File: src/rtl/ehp_pkg.sv
// Package for the EBML element header parser: widths, result type and lead-bit decode.
`default_nettype none
package ehp_pkg;

  localparam int unsigned ByteW    = 8;
  localparam int unsigned IdW      = 32;
  localparam int unsigned IdLenW   = 3;
  localparam int unsigned SizeW    = 56;
  localparam int unsigned SizeLenW = 4;
  localparam int unsigned LeftW    = 3;

  // Longest legal ID in bytes and the size length that carries the unknown code.
  localparam logic [SizeLenW-1:0] MaxIdLen       = 4'd4;
  localparam logic [SizeLenW-1:0] UnknownSizeLen = 4'd8;

  typedef struct packed {
    logic [IdW-1:0]      ebml_id;
    logic [IdLenW-1:0]   id_length;
    logic [SizeW-1:0]    payload_size;
    logic [SizeLenW-1:0] size_length;
    logic                size_unknown;
    logic                id_error;
  } ehp_result_t;

  // Position (1..8) of the leading one bit counted from the MSB, 0 for a zero byte.
  function automatic logic [SizeLenW-1:0] ehp_lead_len(input logic [ByteW-1:0] b);
    logic [SizeLenW-1:0] n;
    n = '0;
    for (int i = 0; i < ByteW; i++) begin
      if (b[i]) begin
        n = SizeLenW'(ByteW - i);
      end
    end
    return n;
  endfunction

endpackage
`default_nettype wire

File: src/rtl/ehp_byte_if.sv
// Handshake channel carrying one stream byte and its restart flag.
`default_nettype none
interface ehp_byte_if;
  logic       valid;
  logic       ready;
  logic [7:0] data_byte;
  logic       restart;

  modport source (output valid, output data_byte, output restart, input ready);
  modport sink   (input valid, input data_byte, input restart, output ready);
endinterface
`default_nettype wire

File: src/rtl/ehp_header_if.sv
// Handshake channel carrying one parsed element header.
`default_nettype none
interface ehp_header_if;
  logic        valid;
  logic        ready;
  logic [31:0] ebml_id;
  logic [2:0]  id_length;
  logic [55:0] payload_size;
  logic [3:0]  size_length;
  logic        size_unknown;
  logic        id_error;

  modport source (output valid, output ebml_id, output id_length, output payload_size,
                  output size_length, output size_unknown, output id_error, input ready);
  modport sink   (input valid, input ebml_id, input id_length, input payload_size,
                  input size_length, input size_unknown, input id_error, output ready);
endinterface
`default_nettype wire

File: src/rtl/ebml_element_header_parser_unit.sv
// EBML element header parser: ID and variable-length size decode from a byte stream.
// Throughput: one byte per cycle, sustained, as long as the header side takes results.
// The header is registered and appears on the output in the cycle after its last byte is accepted.
// A waiting header holds off the byte input until it is taken; a byte enters in that cycle.
// Reset (rst, synchronous) clears the parse state and drops any pending result.
`default_nettype none
module ebml_element_header_parser_unit (
  input  wire logic   clk,
  input  wire logic   rst,
  ehp_byte_if.sink    stream,
  ehp_header_if.source header
);
  import ehp_pkg::*;

  logic                phase;
  logic [LeftW-1:0]    bytes_left;
  logic [IdW-1:0]      id_accum;
  logic [IdLenW-1:0]   id_len_seen;
  logic [SizeW-1:0]    size_accum;
  logic [SizeLenW-1:0] size_len_seen;

  logic                phase_next;
  logic [LeftW-1:0]    bytes_left_next;
  logic [IdW-1:0]      id_accum_next;
  logic [IdLenW-1:0]   id_len_seen_next;
  logic [SizeW-1:0]    size_accum_next;
  logic [SizeLenW-1:0] size_len_seen_next;

  logic                ph;
  logic [LeftW-1:0]    bl;
  logic [IdW-1:0]      ida;
  logic [IdLenW-1:0]   idl;
  logic [SizeW-1:0]    sza;
  logic [SizeLenW-1:0] szl;

  logic [SizeLenW-1:0] lead;
  logic                fire;
  logic                emit;
  logic                clear;
  ehp_result_t         res_next;
  ehp_result_t         res;
  logic                res_valid;
  logic                accept;
  logic [ByteW-1:0]    lead_mask;

  assign stream.ready = !res_valid || header.ready;
  assign accept       = stream.valid && stream.ready;
  assign lead         = ehp_lead_len(stream.data_byte);
  assign lead_mask    = 8'hFF >> lead;

  always_comb begin
    // Restart drops the partial header before the byte is looked at.
    ph  = stream.restart ? 1'b0 : phase;
    bl  = stream.restart ? '0 : bytes_left;
    ida = stream.restart ? '0 : id_accum;
    idl = stream.restart ? '0 : id_len_seen;
    sza = stream.restart ? '0 : size_accum;
    szl = stream.restart ? '0 : size_len_seen;

    phase_next         = ph;
    bytes_left_next    = bl;
    id_accum_next      = ida;
    id_len_seen_next   = idl;
    size_accum_next    = sza;
    size_len_seen_next = szl;
    fire               = 1'b0;
    emit               = 1'b0;
    clear              = 1'b0;
    res_next           = '0;

    if (!ph) begin
      if (idl == '0) begin
        if (lead == '0 || lead > MaxIdLen) begin
          fire              = 1'b1;
          clear             = 1'b1;
          res_next.id_error = 1'b1;
        end else begin
          id_accum_next    = IdW'(stream.data_byte);
          id_len_seen_next = lead[IdLenW-1:0];
          bytes_left_next  = LeftW'(lead - 4'd1);
          phase_next       = (lead == 4'd1);
        end
      end else begin
        id_accum_next   = {ida[IdW-ByteW-1:0], stream.data_byte};
        bytes_left_next = bl - 3'd1;
        phase_next      = (bl == 3'd1);
      end
    end else begin
      if (szl == '0) begin
        if (lead == '0) begin
          // A size lead byte without a marker closes the header with no size.
          fire               = 1'b1;
          clear              = 1'b1;
          res_next.ebml_id   = ida;
          res_next.id_length = idl;
        end else begin
          size_accum_next    = SizeW'(stream.data_byte & lead_mask);
          size_len_seen_next = lead;
          bytes_left_next    = LeftW'(lead - 4'd1);
          emit               = (lead == 4'd1);
        end
      end else begin
        size_accum_next = {sza[SizeW-ByteW-1:0], stream.data_byte};
        bytes_left_next = bl - 3'd1;
        emit            = (bl == 3'd1);
      end
    end

    if (emit) begin
      fire                  = 1'b1;
      clear                 = 1'b1;
      res_next.ebml_id      = id_accum_next;
      res_next.id_length    = id_len_seen_next;
      res_next.size_length  = size_len_seen_next;
      res_next.size_unknown = (size_len_seen_next == UnknownSizeLen) && (&size_accum_next);
      res_next.payload_size = res_next.size_unknown ? '0 : size_accum_next;
    end

    if (clear) begin
      phase_next         = 1'b0;
      bytes_left_next    = '0;
      id_accum_next      = '0;
      id_len_seen_next   = '0;
      size_accum_next    = '0;
      size_len_seen_next = '0;
    end
  end

  always_ff @(posedge clk) begin
    if (rst) begin
      phase         <= 1'b0;
      bytes_left    <= '0;
      id_accum      <= '0;
      id_len_seen   <= '0;
      size_accum    <= '0;
      size_len_seen <= '0;
      res_valid     <= 1'b0;
    end else begin
      if (accept) begin
        phase         <= phase_next;
        bytes_left    <= bytes_left_next;
        id_accum      <= id_accum_next;
        id_len_seen   <= id_len_seen_next;
        size_accum    <= size_accum_next;
        size_len_seen <= size_len_seen_next;
      end
      if (accept && fire) begin
        res_valid <= 1'b1;
      end else if (header.ready) begin
        res_valid <= 1'b0;
      end
    end
  end

  always_ff @(posedge clk) begin
    if (accept && fire) begin
      res <= res_next;
    end
  end

  assign header.valid        = res_valid;
  assign header.ebml_id      = res.ebml_id;
  assign header.id_length    = res.id_length;
  assign header.payload_size = res.payload_size;
  assign header.size_length  = res.size_length;
  assign header.size_unknown = res.size_unknown;
  assign header.id_error     = res.id_error;

  // An ID error transaction carries nothing but the error flag.
  a_error_clean: assert property (@(posedge clk) disable iff (rst)
    header.valid && header.id_error |->
      header.ebml_id == '0 && header.id_length == '0 && header.size_length == '0)
    else $error("id error result carries header fields");

  // The unknown code only comes from an eight-byte size and reports a zero size.
  a_unknown_size: assert property (@(posedge clk) disable iff (rst)
    header.valid && header.size_unknown |->
      header.size_length == UnknownSizeLen && header.payload_size == '0)
    else $error("unknown size flag with wrong size fields");

  // No size bytes are gathered before the ID is complete.
  a_phase_order: assert property (@(posedge clk) disable iff (rst)
    !phase |-> size_len_seen == '0)
    else $error("size state set while parsing the ID");

  // A stalled result blocks the input so that no header is overwritten.
  a_no_overwrite: assert property (@(posedge clk) disable iff (rst)
    header.valid && !header.ready |=> header.valid)
    else $error("pending header dropped");

endmodule
`default_nettype wire

File: src/flat_wrapper.sv
// flat-port wrapper written by rule: the top's interface ports become plain ports
module ebml_element_header_parser_unit_flat import ehp_pkg::*;
  (clk, rst, stream_valid, stream_data_byte, stream_restart, stream_ready, header_valid, header_ebml_id, header_id_length, header_payload_size, header_size_length, header_size_unknown, header_id_error, header_ready);
  ehp_byte_if stream_i ();
  ehp_header_if header_i ();
  input  wire logic clk;
  input  wire logic rst;
  input wire logic [$bits(stream_i.valid)-1:0] stream_valid;
  input wire logic [$bits(stream_i.data_byte)-1:0] stream_data_byte;
  input wire logic [$bits(stream_i.restart)-1:0] stream_restart;
  output wire logic [$bits(stream_i.ready)-1:0] stream_ready;
  output wire logic [$bits(header_i.valid)-1:0] header_valid;
  output wire logic [$bits(header_i.ebml_id)-1:0] header_ebml_id;
  output wire logic [$bits(header_i.id_length)-1:0] header_id_length;
  output wire logic [$bits(header_i.payload_size)-1:0] header_payload_size;
  output wire logic [$bits(header_i.size_length)-1:0] header_size_length;
  output wire logic [$bits(header_i.size_unknown)-1:0] header_size_unknown;
  output wire logic [$bits(header_i.id_error)-1:0] header_id_error;
  input wire logic [$bits(header_i.ready)-1:0] header_ready;
  assign stream_i.valid = stream_valid;
  assign stream_i.data_byte = stream_data_byte;
  assign stream_i.restart = stream_restart;
  assign stream_ready = stream_i.ready;
  assign header_valid = header_i.valid;
  assign header_ebml_id = header_i.ebml_id;
  assign header_id_length = header_i.id_length;
  assign header_payload_size = header_i.payload_size;
  assign header_size_length = header_i.size_length;
  assign header_size_unknown = header_i.size_unknown;
  assign header_id_error = header_i.id_error;
  assign header_i.ready = header_ready;
  ebml_element_header_parser_unit u_core (.clk(clk), .rst(rst), .stream(stream_i), .header(header_i));
endmodule
File: config.mk
export PLATFORM = sky130hd
export DESIGN_NAME = ebml_element_header_parser_unit_flat
export DESIGN_NICKNAME = d
export VERILOG_FILES = /design/src/rtl/ehp_pkg.sv /design/src/rtl/ehp_byte_if.sv /design/src/rtl/ehp_header_if.sv /design/src/rtl/ebml_element_header_parser_unit.sv /design/src/flat_wrapper.sv
export SDC_FILE = /design/constraint.sdc
export NUM_CORES = 1
export LEC_CHECK = 0
export BUFFER_PORTS_ARGS = -buffer_cell sky130_fd_sc_hd__buf_4
export CAP_MARGIN = 40
export CORE_ASPECT_RATIO = 0.8
export CORE_MARGIN = 8
export CORE_UTILIZATION = 45
export DETAILED_ROUTE_END_ITERATION = 10
export PLACE_DENSITY = 0.71
export SYNTH_ARGS = -nofsm -noshare
export SYNTH_HDL_FRONTEND = slang
export SYNTH_SLANG_ARGS = --single-unit
File: constraint.sdc
create_clock -name clk -period 9.9 [get_ports clk]
set_input_delay 2.475 -clock clk [delete_from_list [all_inputs] [get_ports clk]]
set_output_delay 2.475 -clock clk [all_outputs]
set_load 0.01 [all_outputs]
Word level (Yosys, flattened, before mapping)

Cells that the tools add are included.
Widths: inputs -> output; s select.

Register bits after elaboration: 197
Bits in latches: 0
Bits in writable memories: 0
ROM bits: 0
Input bits: 13
Output and inout port bits: 99
Word-level logic and storage cells: 90
Memories kept: 0

$add $sub $neg: 2
Multiply operators: 0
Div/mod/pow operators: 0
$lt $le $gt $ge: 1
Eq/ne operators: 3
Shift operators: 1
Multiplexer cells: 56
Bitwise gates (word level): 2
Reductions and logical operators: 12

Operator list:

| operator            | count |
|---|---|
| $mux 56             | 6 |
| $mux 32             | 5 |
| $mux 35             | 3 |
| $mux 96             | 1 |
| $reduce_and 56->1   | 1 |
| $mux 4              | 13 |
| $mux 3              | 12 |
| $mux 1              | 16 |
| $and 8x8->8         | 1 |
| $logic_not 4->1     | 2 |
| $shr 8x4->8 const A | 1 |
| $sub 3x1->3 const B | 2 |
| $eq 4x1->1 const B  | 1 |
| $eq 4x4->1 const B  | 1 |
| $gt 4x3->1 const B  | 1 |
| $eq 3x1->1 const B  | 1 |
| $logic_and 1x1->1   | 3 |
| $logic_not 3->1     | 1 |
| $logic_or 1x1->1    | 2 |
| $reduce_bool 2->1   | 1 |
| $reduce_or 2->1     | 1 |
| $logic_not 1->1     | 1 |
| $not 1->1           | 1 |

Logic depth before layout (Yosys ltp)

Depth in word-level cells: 17
Gate-level depth with buffers: 18
Mapped depth without buffers: 15

Worst setup path after synthesis

OpenSTA, ideal clock, no wires.

Kind: input-to-reg
From: input port stream_data_byte[3]
To: register u_core.res, in the netlist u_core.header.ebml_id[0], enable pin
Arrival time: 6408 ps
Setup slack: 3041 ps
Cell stages on the path: 15
Buffers on the path: 3
Cells stage by stage: clkbuf_1 -> a21oi_1 -> nor2_1 -> nor2_1 -> nor2_1 -> nor2_1 -> ha_1 -> clkbuf_1 -> clkinv_1 -> o22ai_1 -> nand2_1 -> nand2_1 -> clkbuf_1 -> nand2_1 -> inv_1

Word-level cells in the longest chain between the ends: 12

Ends and longest elaborated chain:

| element                                       | RTL line                                                                     | source |
|---|---|---|
| start, declared                               | flat_wrapper.sv:9                                                            | `input wire logic [$bits(stream_i.data_byte)-1:0] stream_data_byte;` |
| $mux 4 * (5 in series)                        | ehp_pkg.sv:30                                                                | `if (b[i]) begin` |
| $gt 4x3->1 or $logic_not 4->1 (tied branches) | ebml_element_header_parser_unit.sv:73, ebml_element_header_parser_unit.sv:90 |  |
| $logic_or 1x1->1                              | ebml_element_header_parser_unit.sv:73                                        | `if (lead == '0 \|\| lead > MaxIdLen) begin` |
| $mux 1                                        | ebml_element_header_parser_unit.sv:73                                        |  |
| $mux 1                                        | n/a                                                                          |  |
| $mux 1                                        | ebml_element_header_parser_unit.sv:71                                        | `if (!ph) begin` |
| $mux 1 *                                      | ebml_element_header_parser_unit.sv:109                                       | `if (emit) begin` |
| $logic_and 1x1->1 *                           | ebml_element_header_parser_unit.sv:156                                       | `if (accept && fire) begin` |
| end signal, assigned                          | ebml_element_header_parser_unit.sv:157                                       | `res <= res_next;` |
| end, declared                                 | ebml_element_header_parser_unit.sv:41                                        | `ehp_result_t res;` |

Every way passes the cells marked *; elsewhere a longest branch is shown, timed or not.
A chain may end at the register's enable or synchronous reset.

Worst setup path in the final report

From: input port stream_data_byte[2]
To: register u_core.res, in the netlist u_core.header.payload_size[51], data pin

Word-level cells in the longest chain between the ends: 14

Ends and longest elaborated chain:

| element                          | RTL line                               | source |
|---|---|---|
| $mux 4 (6 in series)             | ehp_pkg.sv:30                          |  |
| $shr 8x4->8                      | ebml_element_header_parser_unit.sv:49  | `assign lead_mask = 8'hFF >> lead;` |
| $and 8x8->8                      | ebml_element_header_parser_unit.sv:97  | `size_accum_next = SizeW'(stream.data_byte & lead_mask);` |
| $mux 56                          | ebml_element_header_parser_unit.sv:90  | `if (lead == '0) begin` |
| $mux 56                          | ebml_element_header_parser_unit.sv:89  | `if (szl == '0) begin` |
| $mux 56                          | ebml_element_header_parser_unit.sv:71  |  |
| $reduce_and 56->1                | ebml_element_header_parser_unit.sv:115 | `res_next.size_unknown = (size_len_seen_next == UnknownSizeLen) && (&size_accum_next);` |
| $logic_and 1x1->1                | ebml_element_header_parser_unit.sv:115 |  |
| $reduce_or 2->1 (no source line) | n/a                                    |  |

Several ways; a longest one is shown, not always the timed one.

==> impl_metrics.csv <==
group,metric,value,unit
cells_and_area,final_nets,888,
sta,setup_tns,0,ps
detailed_routing,drc,0,
yosys,synth-seq-cells,197,
global_route,grt_max_degree,60,
detailed_routing,first_pass_iters,10,
floorplan,initial_core_util,0.454,
cells_and_area,nFillCells,1632,
sta,finalHoldViolations,0,
setup_path,crit_top_cell,"nor2_1",
yosys,synth-edff-count,97,
power,intPower,1280,µW
place,portBuffers,111,
global_route,grt_pass1_vias,6425,
cts,cts_hold_buf,0,
cts,root_buffer,"clkbuf_16",
sta,setup_viol,0,
global_route,grt-ovfl-total,0,
detailed_routing,routed_wirelength,23200,µm
sta,holdWs,458,ps
sta,fin_crit_sh,0.721,
setup_path,critPathKind,"input pin to register",
detailed_routing,drtIter0Drc,897,
job,max_cap_viol_count,0,
yosys,ys_types,58,
cells_and_area,final_cell_mix,"buf_4 (121), dfxtp_1 (100), edfxtp_1 (97)",
cells_and_area,seq_area,4910,µm²
setup_path,cp_max_fo,38,
yosys,yosysSeqAreaShare,0.578,
cells_and_area,final_common_cell,"buf_4",
setup_path,cpPeakStageDelay,810,ps
yosys,synth_nets,807,
global_route,antenna_found_initial,0,
setup_path,cp_slowest_cell,"o41ai_4",
floorplan,die_y,139,µm
detailed_routing,vias,6849,
cts,cts_max_level,4,
cts,cts_resized,0,
power,p_per_area,171,nW/µm²
power,ir_worst_vdd,0.114,mV
place,dpl.hpwl,15500,µm
power,p_comb_frac,0.081,
yosys,synthesis.area,8510,µm²
floorplan,rows,45,
cells_and_area,layout-drive-gt1-share,0.195,
worst_hold_path,hp-class,"register to register",
global_route,grt_pass1_wl,36300,µm
power,p_clk_frac,0.409,
cells_and_area,area_growth,19.8,%
cts,cts_setup_buffers,0,
cts,clock-sinks,197,
sta,slew_violations,0,
setup_path,startpoint_type,"input pin",
cts,cts.clk_slew.worst_paths,80,ps
cells_and_area,num_antenna_cells,0,
cts,clockBufferDepth,2,
detailed_routing,final_antenna_net_count,0,
sta,rsz0062_at_grt,"false",
power,swShare,0.266,
cells_and_area,multi_input_area,3280,µm²
floorplan,dieArea,23600,µm²
yosys,async_flop_share,0,
sta,fmaxAchievable,0.140,GHz
setup_path,cp_data_required_time,10080,ps
yosys,avgSynthCellArea,10.8,µm²
floorplan,core-area,18700,µm²
yosys,synthCells,788,
setup_path,cp-end-kind,"register",
setup_path,cp_cell_sequence,"buf_4 > inv_1 > a21oi_1 > nor2_1 > nor2_1 > nor2_1 > nor2_1 > ha_1 > or3b_1 > o21ai_1 > a31o_2 > buf_16 > a22oi_1 > nor4_1 > nand2_1 > o41ai_4 > buf_4 > nor2_1",
power,seq_power_share,0.509,
power,leakage,0.00342,µW
setup_path,critPathArrivalTime,7310,ps
sta,fin_worst_skew,9.66,ps
detailed_routing,wl_per_cell,20.4,µm
detailed_routing,routed_via_density,6.01,
global_route,track_usage,0.193,
place,gp_congestion,0.935,
cts,clock_latency,440,ps
yosys,synth_warnings,0,
cts,cts-buffers-inserted,17,
sta,fin_crit,7140,ps
sta,worst_pin_slew,922,ps
sta,max_slew_margin,0.380,
yosys,ys.flop_type,"dfxtp_1",
power,p_switching,464,µW
run_status,outcome,"finished clean",
floorplan,io_pins,112,
floorplan,die_w,170,µm
cts,cts_tree,"done",
## final cells by class
class	count	area share
Sequential cell	197	0.482
Multi-Input combinational cell	515	0.322
Timing Repair Buffer	127	0.0989
Clock buffer	18	0.0431
Tap cell	258	0.0317
Clock inverter	14	0.0184
Inverter	11	0.00417
## cells in the mapped netlist, types with 15 or more instances
master / n / share of area
nand2_1: 36 / 0.016
a22o_1: 48 / 0.049
clkbuf_1: 53 / 0.023
edfxtp_1: 97 / 0.34
a22oi_1: 52 / 0.046
nor2_1: 91 / 0.040
and2_1: 37 / 0.027
dfxtp_1: 100 / 0.24
a21oi_1: 53 / 0.031
nor4_1: 15 / 0.011
nor3_1: 22 / 0.013
a32o_1: 33 / 0.039
## kinds of logic (layout without fill, tap and decap cells)
family / after synthesis / count (layout) / synth area share
adder cells (fa/ha/maj): 6 / 6 / 0.00882
flip-flops: 197 / 197 / 0.578
buffers and inverters: 76 / 170 / 0.0391
multiplexers: 4 / 4 / 0.00471
AND/OR/NAND/NOR: 258 / 258 / 0.152
AO/OA/AOI/OAI: 245 / 245 / 0.216
XOR/XNOR: 2 / 2 / 0.00206
## final timing paths
path	start	endpoint	slack, ps	depth (start not counted)
min	u_core.size_accum[54]	u_core.size_accum[54]	460	2
max	stream_data_byte[2]	u_core.header.payload_size[51]	2760	18
max reg2reg	u_core.phase	u_core.header.payload_size[51]	4990	9
min reg2reg	u_core.size_accum[54]	u_core.size_accum[54]	460	2
## state kept, by name, indices dropped and copies added, names as in the netlist
signal and flops:
u_core.bytes_left 3, u_core.header.ebml_id 32, u_core.header.id_error 1, u_core.header.id_length 3, u_core.header.payload_size 56, u_core.header.size_length 4, u_core.header.size_unknown 1, u_core.header.valid 1
u_core.id_accum 32, u_core.id_len_seen 3, u_core.phase 1, u_core.size_accum 56, u_core.size_len_seen 4
## stage by stage
stage	area (µm²)	total power, µW	instances	setup slack [ps]	util
2_1_floorplan	8510	987	788	3040	-
3_3_place_gp	9460	1040	1101	2510	0.505
3_5_place_dp	9570	1050	1108	2440	0.511
4_1_cts	10200	1760	1140	2890	0.544
5_1_grt	10200	1800	1140	2400	0.544
6_report	10200	1750	1140	2760	0.544
## per-layer routing
metal | part of all wire | track usage | routed length, µm
met5 | 0 | 0 | 0
met4 | 0.013 | 0.0493 | 305
met3 | 0.096 | 0.0560 | 2220
met2 | 0.42 | 0.266 | 9650
met1 | 0.48 | 0.288 | 11100
## power by group through the flow
stage	Clock (µW)	Combinational, µW	Sequential (µW)
2_1_floorplan	0	70.5	916
3_3_place_gp	0	135	909
5_1_grt	759	154	892
3_5_place_dp	0	142	908
4_1_cts	725	142	890
6_report	715	142	890
## worst max-delay path, delay by kind of cell
kind / cells / cell delay [ps]
simple gates: 8 / 1460
compound gates: 5 / 2050
buf+inv: 4 / 890
fa+ha+maj: 1 / 420
No activity file was read; power rests on OpenSTA's default activity.
